$ cat config.mk
export PLATFORM = sky130hd
export DESIGN_NAME = rgb_to_cmy_pixel_convert
export DESIGN_NICKNAME = d
export VERILOG_FILES = /design/src/rtl/rtcc_pkg.sv /design/src/rtl/rtcc_peak.sv /design/src/rtl/rtcc_lane.sv /design/src/rtl/rgb_to_cmy_pixel_convert.sv
export SDC_FILE = /design/constraint.sdc
export NUM_CORES = 1
export LEC_CHECK = 0
export ABC_AREA = 1
export BUFFER_PORTS_ARGS = -buffer_cell sky130_fd_sc_hd__buf_2
export CELL_PAD_IN_SITES_DETAIL_PLACEMENT = 0
export CELL_PAD_IN_SITES_GLOBAL_PLACEMENT = 2
export CORE_MARGIN = 2
export CORE_UTILIZATION = 46
export CTS_CLUSTER_DIAMETER = 60
export DETAILED_ROUTE_END_ITERATION = 10
export GPL_TIMING_DRIVEN = 1
export PLACE_DENSITY = 0.92
export SLEW_MARGIN = 10
export SYNTH_ARGS = -nofsm -noshare
export SYNTH_HDL_FRONTEND = slang
export SYNTH_HIERARCHICAL = 1
export SYNTH_SLANG_ARGS = --single-unit
$ cat constraint.sdc
create_clock -name aclk -period 10.8 [get_ports aclk]
set_clock_uncertainty 0.05 [all_clocks]
set_input_delay 2.16 -clock aclk [delete_from_list [all_inputs] [get_ports aclk]]
set_output_delay 2.16 -clock aclk [all_outputs]
set_load 0.01 [all_outputs]
$ cat src/rtl/rtcc_pkg.sv
package rtcc_pkg;

    // Channel geometry: three byte-wide channels per pixel.
    localparam int CHAN_W      = 8;
    localparam int NUM_LANES   = 3;
    localparam int TDATA_W     = NUM_LANES * CHAN_W;

    // One quotient bit is resolved per divider stage.
    localparam int DIV_STAGES  = CHAN_W;
    // Peak/difference stage followed by the divider stages.
    localparam int PIPE_STAGES = DIV_STAGES + 1;
    // Partial remainder holds the scaled difference, up to 255 * 255.
    localparam int REM_W       = 2 * CHAN_W;

    typedef logic [CHAN_W-1:0] chan_t;
    typedef logic [REM_W-1:0]  rem_t;

    // Per-stage load enables, shared by the peak stage and all lanes.
    typedef struct packed {
        logic                  peak_en;
        logic [DIV_STAGES-1:0] div_en;
    } rtcc_ctrl_t;

endpackage

$ cat src/rtl/rtcc_peak.sv
module rtcc_peak
    import rtcc_pkg::*;
(
    input  logic                        aclk,
    input  rtcc_ctrl_t                  ctrl,
    input  chan_t      [NUM_LANES-1:0]  chan_in,
    output chan_t                       peak_out,
    output chan_t      [NUM_LANES-1:0]  diff_out,
    output logic                        zero_out
);

    chan_t                 peak_next;
    chan_t                 peak_reg;
    chan_t [NUM_LANES-1:0] diff_next;
    chan_t [NUM_LANES-1:0] diff_reg;
    logic                  zero_next;
    logic                  zero_reg;

    // Largest channel, then each channel's distance below it.
    always_comb begin
        peak_next = chan_in[0];
        for (int i = 1; i < NUM_LANES; i++) begin
            if (chan_in[i] > peak_next) begin
                peak_next = chan_in[i];
            end
        end
        for (int i = 0; i < NUM_LANES; i++) begin
            diff_next[i] = peak_next - chan_in[i];
        end
        zero_next = (peak_next == '0);
    end

    always_ff @(posedge aclk) begin
        if (ctrl.peak_en) begin
            peak_reg <= peak_next;
            diff_reg <= diff_next;
            zero_reg <= zero_next;
        end
    end

    assign peak_out = peak_reg;
    assign diff_out = diff_reg;
    assign zero_out = zero_reg;

endmodule

$ cat src/rtl/rtcc_lane.sv
module rtcc_lane
    import rtcc_pkg::*;
(
    input  logic       aclk,
    input  rtcc_ctrl_t ctrl,
    input  chan_t      peak_in,
    input  chan_t      diff_in,
    input  logic       zero_in,
    output chan_t      quo_out
);

    // Restoring division of diff * 255 by the peak, one quotient bit per stage.
    // The quotient always fits in CHAN_W bits because diff never exceeds the peak.
    rem_t  rem_reg  [DIV_STAGES];
    chan_t quo_reg  [DIV_STAGES];
    chan_t div_reg  [DIV_STAGES];
    logic  zero_reg [DIV_STAGES];

    genvar s;
    generate
        for (s = 0; s < DIV_STAGES; s++) begin : g_stage
            localparam int BIT = DIV_STAGES - 1 - s;

            rem_t  rem_cur;
            chan_t quo_cur;
            chan_t div_cur;
            logic  zero_cur;
            rem_t  trial;
            logic  take;
            rem_t  rem_next;
            chan_t quo_next;

            if (s == 0) begin : g_first
                // diff * 255 as (diff << 8) - diff.
                assign rem_cur  = {diff_in, CHAN_W'(0)} - REM_W'(diff_in);
                assign quo_cur  = '0;
                assign div_cur  = peak_in;
                assign zero_cur = zero_in;
            end else begin : g_next
                assign rem_cur  = rem_reg[s-1];
                assign quo_cur  = quo_reg[s-1];
                assign div_cur  = div_reg[s-1];
                assign zero_cur = zero_reg[s-1];
            end

            always_comb begin
                trial         = REM_W'(div_cur) << BIT;
                take          = (rem_cur >= trial);
                rem_next      = take ? (rem_cur - trial) : rem_cur;
                quo_next      = quo_cur;
                quo_next[BIT] = take;
            end

            always_ff @(posedge aclk) begin
                if (ctrl.div_en[s]) begin
                    rem_reg[s]  <= rem_next;
                    quo_reg[s]  <= quo_next;
                    div_reg[s]  <= div_cur;
                    zero_reg[s] <= zero_cur;
                end
            end
        end
    endgenerate

    // A black pixel has no divisor; its components are defined as zero.
    assign quo_out = zero_reg[DIV_STAGES-1] ? '0 : quo_reg[DIV_STAGES-1];

endmodule

$ cat src/rtl/rgb_to_cmy_pixel_convert.sv
// A pixel transferred on s_ moves through one peak stage, eight divider stages
// (one quotient bit each) and the output register, and then shows on m_tvalid.
// Throughput: one pixel per cycle, sustained, when m_tready stays high; all
// stages then advance together.
// Reset: aresetn is synchronous and active low; it empties every stage and the
// output register, and the block accepts pixels in the first cycle after it.
module rgb_to_cmy_pixel_convert
    import rtcc_pkg::*;
(
    input  logic               aclk,
    input  logic               aresetn,

    input  logic               s_tvalid,
    output logic               s_tready,
    // Fields from bit 0 up: chan_first [7:0], chan_second [15:8], chan_third [23:16].
    input  logic [TDATA_W-1:0] s_tdata,

    output logic               m_tvalid,
    input  logic               m_tready,
    // Fields from bit 0 up: cyan_out [7:0], magenta_out [15:8], yellow_out [23:16].
    output logic [TDATA_W-1:0] m_tdata
);

    // Each pipeline stage carries a valid bit. A stage may load whenever it is
    // empty or the stage after it loads in the same cycle, so bubbles collapse
    // and the input keeps taking pixels, until every stage is full, while a
    // finished result waits at the output register.
    logic [PIPE_STAGES-1:0] v_reg;
    logic [PIPE_STAGES-1:0] v_next;
    logic [PIPE_STAGES:0]   rdy;
    logic                   out_ready;
    logic                   m_tvalid_reg;
    logic                   m_tvalid_next;
    logic [TDATA_W-1:0]     m_tdata_reg;
    logic [TDATA_W-1:0]     m_tdata_next;

    rtcc_ctrl_t             ctrl;

    chan_t [NUM_LANES-1:0]  chan;
    chan_t                  peak;
    chan_t [NUM_LANES-1:0]  diff;
    logic                   peak_zero;
    chan_t [NUM_LANES-1:0]  quo;

    // The output register can take a new result when it is empty or its
    // current result is being transferred out this cycle.
    assign out_ready = !m_tvalid_reg || m_tready;

    always_comb begin
        rdy[PIPE_STAGES] = out_ready;
        for (int k = PIPE_STAGES - 1; k >= 0; k--) begin
            rdy[k] = !v_reg[k] || rdy[k+1];
        end
    end

    assign s_tready     = rdy[0];
    assign ctrl.peak_en = rdy[0];
    // Divider stage s sits behind valid bit s+1.
    assign ctrl.div_en  = rdy[PIPE_STAGES-1:1];

    always_comb begin
        v_next[0] = rdy[0] ? s_tvalid : v_reg[0];
        for (int k = 1; k < PIPE_STAGES; k++) begin
            v_next[k] = rdy[k] ? v_reg[k-1] : v_reg[k];
        end
        m_tvalid_next = out_ready ? v_reg[PIPE_STAGES-1] : m_tvalid_reg;
    end

    // Unpack the three channels of the incoming pixel.
    always_comb begin
        for (int i = 0; i < NUM_LANES; i++) begin
            chan[i] = s_tdata[i*CHAN_W +: CHAN_W];
        end
    end

    // Front stage: channel maximum and per-channel differences.
    rtcc_peak u_peak (
        .aclk     (aclk),
        .ctrl     (ctrl),
        .chan_in  (chan),
        .peak_out (peak),
        .diff_out (diff),
        .zero_out (peak_zero)
    );

    // One divider lane per channel, all sharing the same stage enables.
    genvar g;
    generate
        for (g = 0; g < NUM_LANES; g++) begin : g_lane
            rtcc_lane u_lane (
                .aclk    (aclk),
                .ctrl    (ctrl),
                .peak_in (peak),
                .diff_in (diff[g]),
                .zero_in (peak_zero),
                .quo_out (quo[g])
            );
        end
    endgenerate

    // Merge the three lane quotients into one result word.
    always_comb begin
        m_tdata_next = m_tdata_reg;
        if (out_ready) begin
            for (int i = 0; i < NUM_LANES; i++) begin
                m_tdata_next[i*CHAN_W +: CHAN_W] = quo[i];
            end
        end
    end

    always_ff @(posedge aclk) begin
        if (!aresetn) begin
            v_reg        <= '0;
            m_tvalid_reg <= 1'b0;
        end else begin
            v_reg        <= v_next;
            m_tvalid_reg <= m_tvalid_next;
        end
    end

    always_ff @(posedge aclk) begin
        m_tdata_reg <= m_tdata_next;
    end

    assign m_tvalid = m_tvalid_reg;
    assign m_tdata  = m_tdata_reg;

`ifndef NO_ASSERTIONS
    // A transfer on the input side always lands in the front stage.
    a_accept_fills_front: assert property (@(posedge aclk) disable iff (!aresetn)
        (s_tvalid && s_tready) |=> v_reg[0])
        else $error("accepted pixel did not enter the front stage");

    // With every stage full and the output stalled, no pixel may be taken.
    a_full_blocks_input: assert property (@(posedge aclk) disable iff (!aresetn)
        ((&v_reg) && m_tvalid && !m_tready) |-> !s_tready)
        else $error("input accepted while pipeline is full and stalled");

    // A stalled last stage keeps its pixel.
    a_last_stage_holds: assert property (@(posedge aclk) disable iff (!aresetn)
        (v_reg[PIPE_STAGES-1] && !out_ready) |=> v_reg[PIPE_STAGES-1])
        else $error("last divider stage dropped a pixel under stall");

    // A result only appears when the last divider stage held a pixel.
    a_result_has_source: assert property (@(posedge aclk) disable iff (!aresetn)
        $rose(m_tvalid) |-> $past(v_reg[PIPE_STAGES-1]))
        else $error("result appeared without a pixel in the last stage");
`endif

endmodule

==> summary.md <==
| Metric | Value |
|---|---|
| Outcome | `completed` |
| HP Start | `g_lane[2].u_lane/quo_reg[1][22]` |
| Power per Cell Area | `338 mW/mm2` |
| Worst Setup SP | `m_tready` |
| DRT iter0 DRCs | `1208` |
| Mean area per synthesized cell | `9.81 um2` |
| Residual DRC | `0` |
| H-tree depth | `3` |
| Register Area | `0.0210 mm2` |
| Critical Path RT | `8.59 ns` |
| Clock slew at reported path FFs | `0.06 ns` |
| CTS tree | `done` |
| Slew headroom | `0.235` |
| Routed WL | `75600 um` |
| Via count | `25533` |
| CP max stage delay | `0.68 ns` |
| CTS Hold Bufs | `0` |
| Largest net degree at the start of global routing | `92` |
| First-pass iteration count of the detailed router | `5` |
| CP delay by family, top | `simple AND/OR/NAND/NOR gates` |
| Met3 Wirelength | `2130 um` |
| Area of the multi-input gates | `0.0152 mm2` |
| Peak supply drop | `0.155 mV` |
| Layout area overhead | `11.0%` |
| Antenna violations before repair | `0` |
| Unrepaired setup endpoints after global routing | `false` |
| Worst-margin pin slew | `1.15 ns` |
| Die Y | `295 um` |
| Seq/Total Area, Yosys | `0.541` |
| Number of flip-flops in the largest register | `336` |
| IO Port Bufs | `53` |
| Fin crit period | `7.29 ns` |
| Num rows | `106` |
| Post-layout util | `0.515` |
| Met2 wire len | `36700 um` |
| Post-layout nets | `4365` |
| Synth Instances | `3961` |
| Top sig layer | `met4` |
| Die Width | `295 um` |
| Final setup violation count | `0` |
| Setup Buffers After CTS | `0` |
| Kind of critical path | `input port to output pin` |
| Max-Cap Viols | `0` |
| Peak Freq | `137 MHz` |
| Vias/cell | `4.83` |
| Sum Neg Setup Slack | `0 ns` |
| Routed Antenna Nets | `0` |
| Final Hold Fails | `0` |
| Share of layout cells above drive strength 1 | `0.0945` |
| GPL Wtd Cong | `0.856` |
| Fin. max-slew vios | `0` |
| Ys async rst share | `0` |
| Total GRT Usage | `0.180` |
| CTS Sinks | `703` |
| Vias in the first global route | `25778` |
| Number of enable flip-flop cells after synthesis | `693` |
| Critical path cell sequence | `buf_2 > inv_2 > nand3_2 > nor2_4 > nand4_4 > nor2_4 > nand4_2 > buf_4 > buf_2` |
| Leak Pwr | `19.1 nW` |
| Synth Cell Area | `0.0388 mm2` |
| Wire length per cell | `14.3 um` |
| Critical Path AT | `5.08 ns` |
| Flop and latch count out of synthesis | `703` |
| Initial Utilization | `0.464` |
| DP HPWL | `59100 um` |
| Primary FF master, synth | `edfxtp_1` |
| Hold Crit Class | `flip-flop to flip-flop` |
| Clock Tree Root | `clkbuf_16` |
| Core area | `0.0837 mm2` |
| Clk Latency, worst-skew pair | `0.64 ns` |
| TritonCTS buffer count | `81` |
| Final period utilization | `0.675` |
| Worst setup EP type | `output pin` |
| Synth unique cells | `50` |
| Die Area | `0.0868 mm2` |
| IO Count | `54` |
| Syn. warnings | `6` |
| Syn Nets | `4246` |
| Worst Setup Start Kind | `input port` |
| R2R Path Start | `m_tvalid` |
| CP Max Fanout | `35` |
| Ant. Diodes | `0` |
| First-pass GRT wire length | `127000 um` |
| Met1 WL | `34400 um` |
| Grt total ovfl | `0` |
| Buf/Inv on CP | `4` |
| Filler cells | `7672` |
| Slowest stage cell, crit path | `nand3_2` |
| Clock buffer depth | `3` |
| Post-cts resize count | `0` |
-- layer usage --
layer | track usage | vias up
met2 | 0.312 | 334
li1 | - | 13530
met5 | 0 | -
met1 | 0.230 | 11539
met3 | 0.0222 | 130
met4 | 0.0693 | 0
-- synth_stat cells (38+ instances only) --
library cell  count  area (um2)
inv_1           623        2340
a21oi_1         200        1000
o21ai_2          39         342
nand2_1         881        3310
edfxtp_1        693       20800
nand2_2          38         238
xor2_1           99         867
nand4_1          72         450
nor2_1          320        1200
xnor2_1          68         596
o21ai_0         129         646
nand3_1         215        1080
nor3_1           45         225
ha_1            233        2920
-- cells by family (layout without fill, tap and decap cells) --
group,Yosys count,count (layout),share of synthesized area
xor+xnor,167,167,0.0377
simple gates,1693,1693,0.195
flops,703,703,0.541
buf+inv,666,854,0.0680
compound gates,475,475,0.0709
fa+ha+maj,257,257,0.0874
-- where the power goes --
group | switching [W] | leakage, nW | internal [W] | total, W
clock network | 0.00110 | 1.31 | 0.00163 | 0.00273
logic | 0.00403 | 10.4 | 0.00251 | 0.00654
registers | 0.000658 | 7.32 | 0.00464 | 0.00530
-- final timing paths --
kind / cells after the start / end / slack, ns
max: 9 / s_tready / 3.51
max reg2reg: 5 / g_lane[1].u_lane/div_reg[0][0] / 6.80
min reg2reg: 0 / g_lane[2].u_lane/quo_reg[1][30] / 0.35
min: 0 / g_lane[2].u_lane/quo_reg[1][30] / 0.35
-- cells in the final DEF (no fill, tap or decap), types with 12 or more instances in the layout --
| master | Yosys | final |
|---|---|---|
| nor2_4 | 15 | 15 |
| a21o_1 | 17 | 17 |
| edfxtp_1 | 693 | 693 |
| ha_1 | 233 | 233 |
| o21bai_1 | 15 | 15 |
| nand2_4 | 10 | 12 |
| nor2_1 | 320 | 320 |
| o21ai_2 | 39 | 39 |
| clkbuf_1 | 4 | 19 |
| clkinv_2 | 0 | 13 |
| nand3b_1 | 19 | 19 |
| nand2_2 | 38 | 38 |
| a21oi_1 | 200 | 200 |
| buf_2 | 0 | 53 |
| inv_2 | 18 | 18 |
| nand4_1 | 72 | 72 |
| nand3_1 | 215 | 215 |
| xnor2_1 | 68 | 68 |
| nand2_1 | 881 | 879 |
| nor3_1 | 45 | 45 |
| clkbuf_16 | 0 | 81 |
| xor2_1 | 99 | 99 |
| o21ai_1 | 33 | 33 |
| a21oi_2 | 15 | 15 |
| o21ai_0 | 129 | 129 |
| fa_1 | 24 | 24 |
| inv_1 | 623 | 620 |
| nor2_2 | 25 | 25 |
-- through the flow --
step / hold WS [ns] / total power (W) / std cells / cell area [um2] / setup WS [ns]
after floorplan: 0.350 / 0.0104 / 3961 / 38800 / 3.63
after global placement: 0.351 / 0.0119 / 5131 / 40400 / 3.52
after detailed placement: 0.355 / 0.0119 / 5131 / 40400 / 3.42
after CTS: 0.341 / 0.0147 / 5283 / 43100 / 3.43
after global routing: 0.354 / 0.0159 / 5283 / 43100 / 3.21
final: 0.349 / 0.0146 / 5283 / 43100 / 3.51
-- area by class of cell --
type                            count  area share
Sequential cell                   703       0.487
Multi-Input combinational cell   2592       0.353
Inverter                          642      0.0560
Clock buffer                      103      0.0496
Tap cell                         1134      0.0329
Clock inverter                     49      0.0139
Timing Repair Buffer               60     0.00737
No activity file was read; power rests on OpenSTA's default activity.
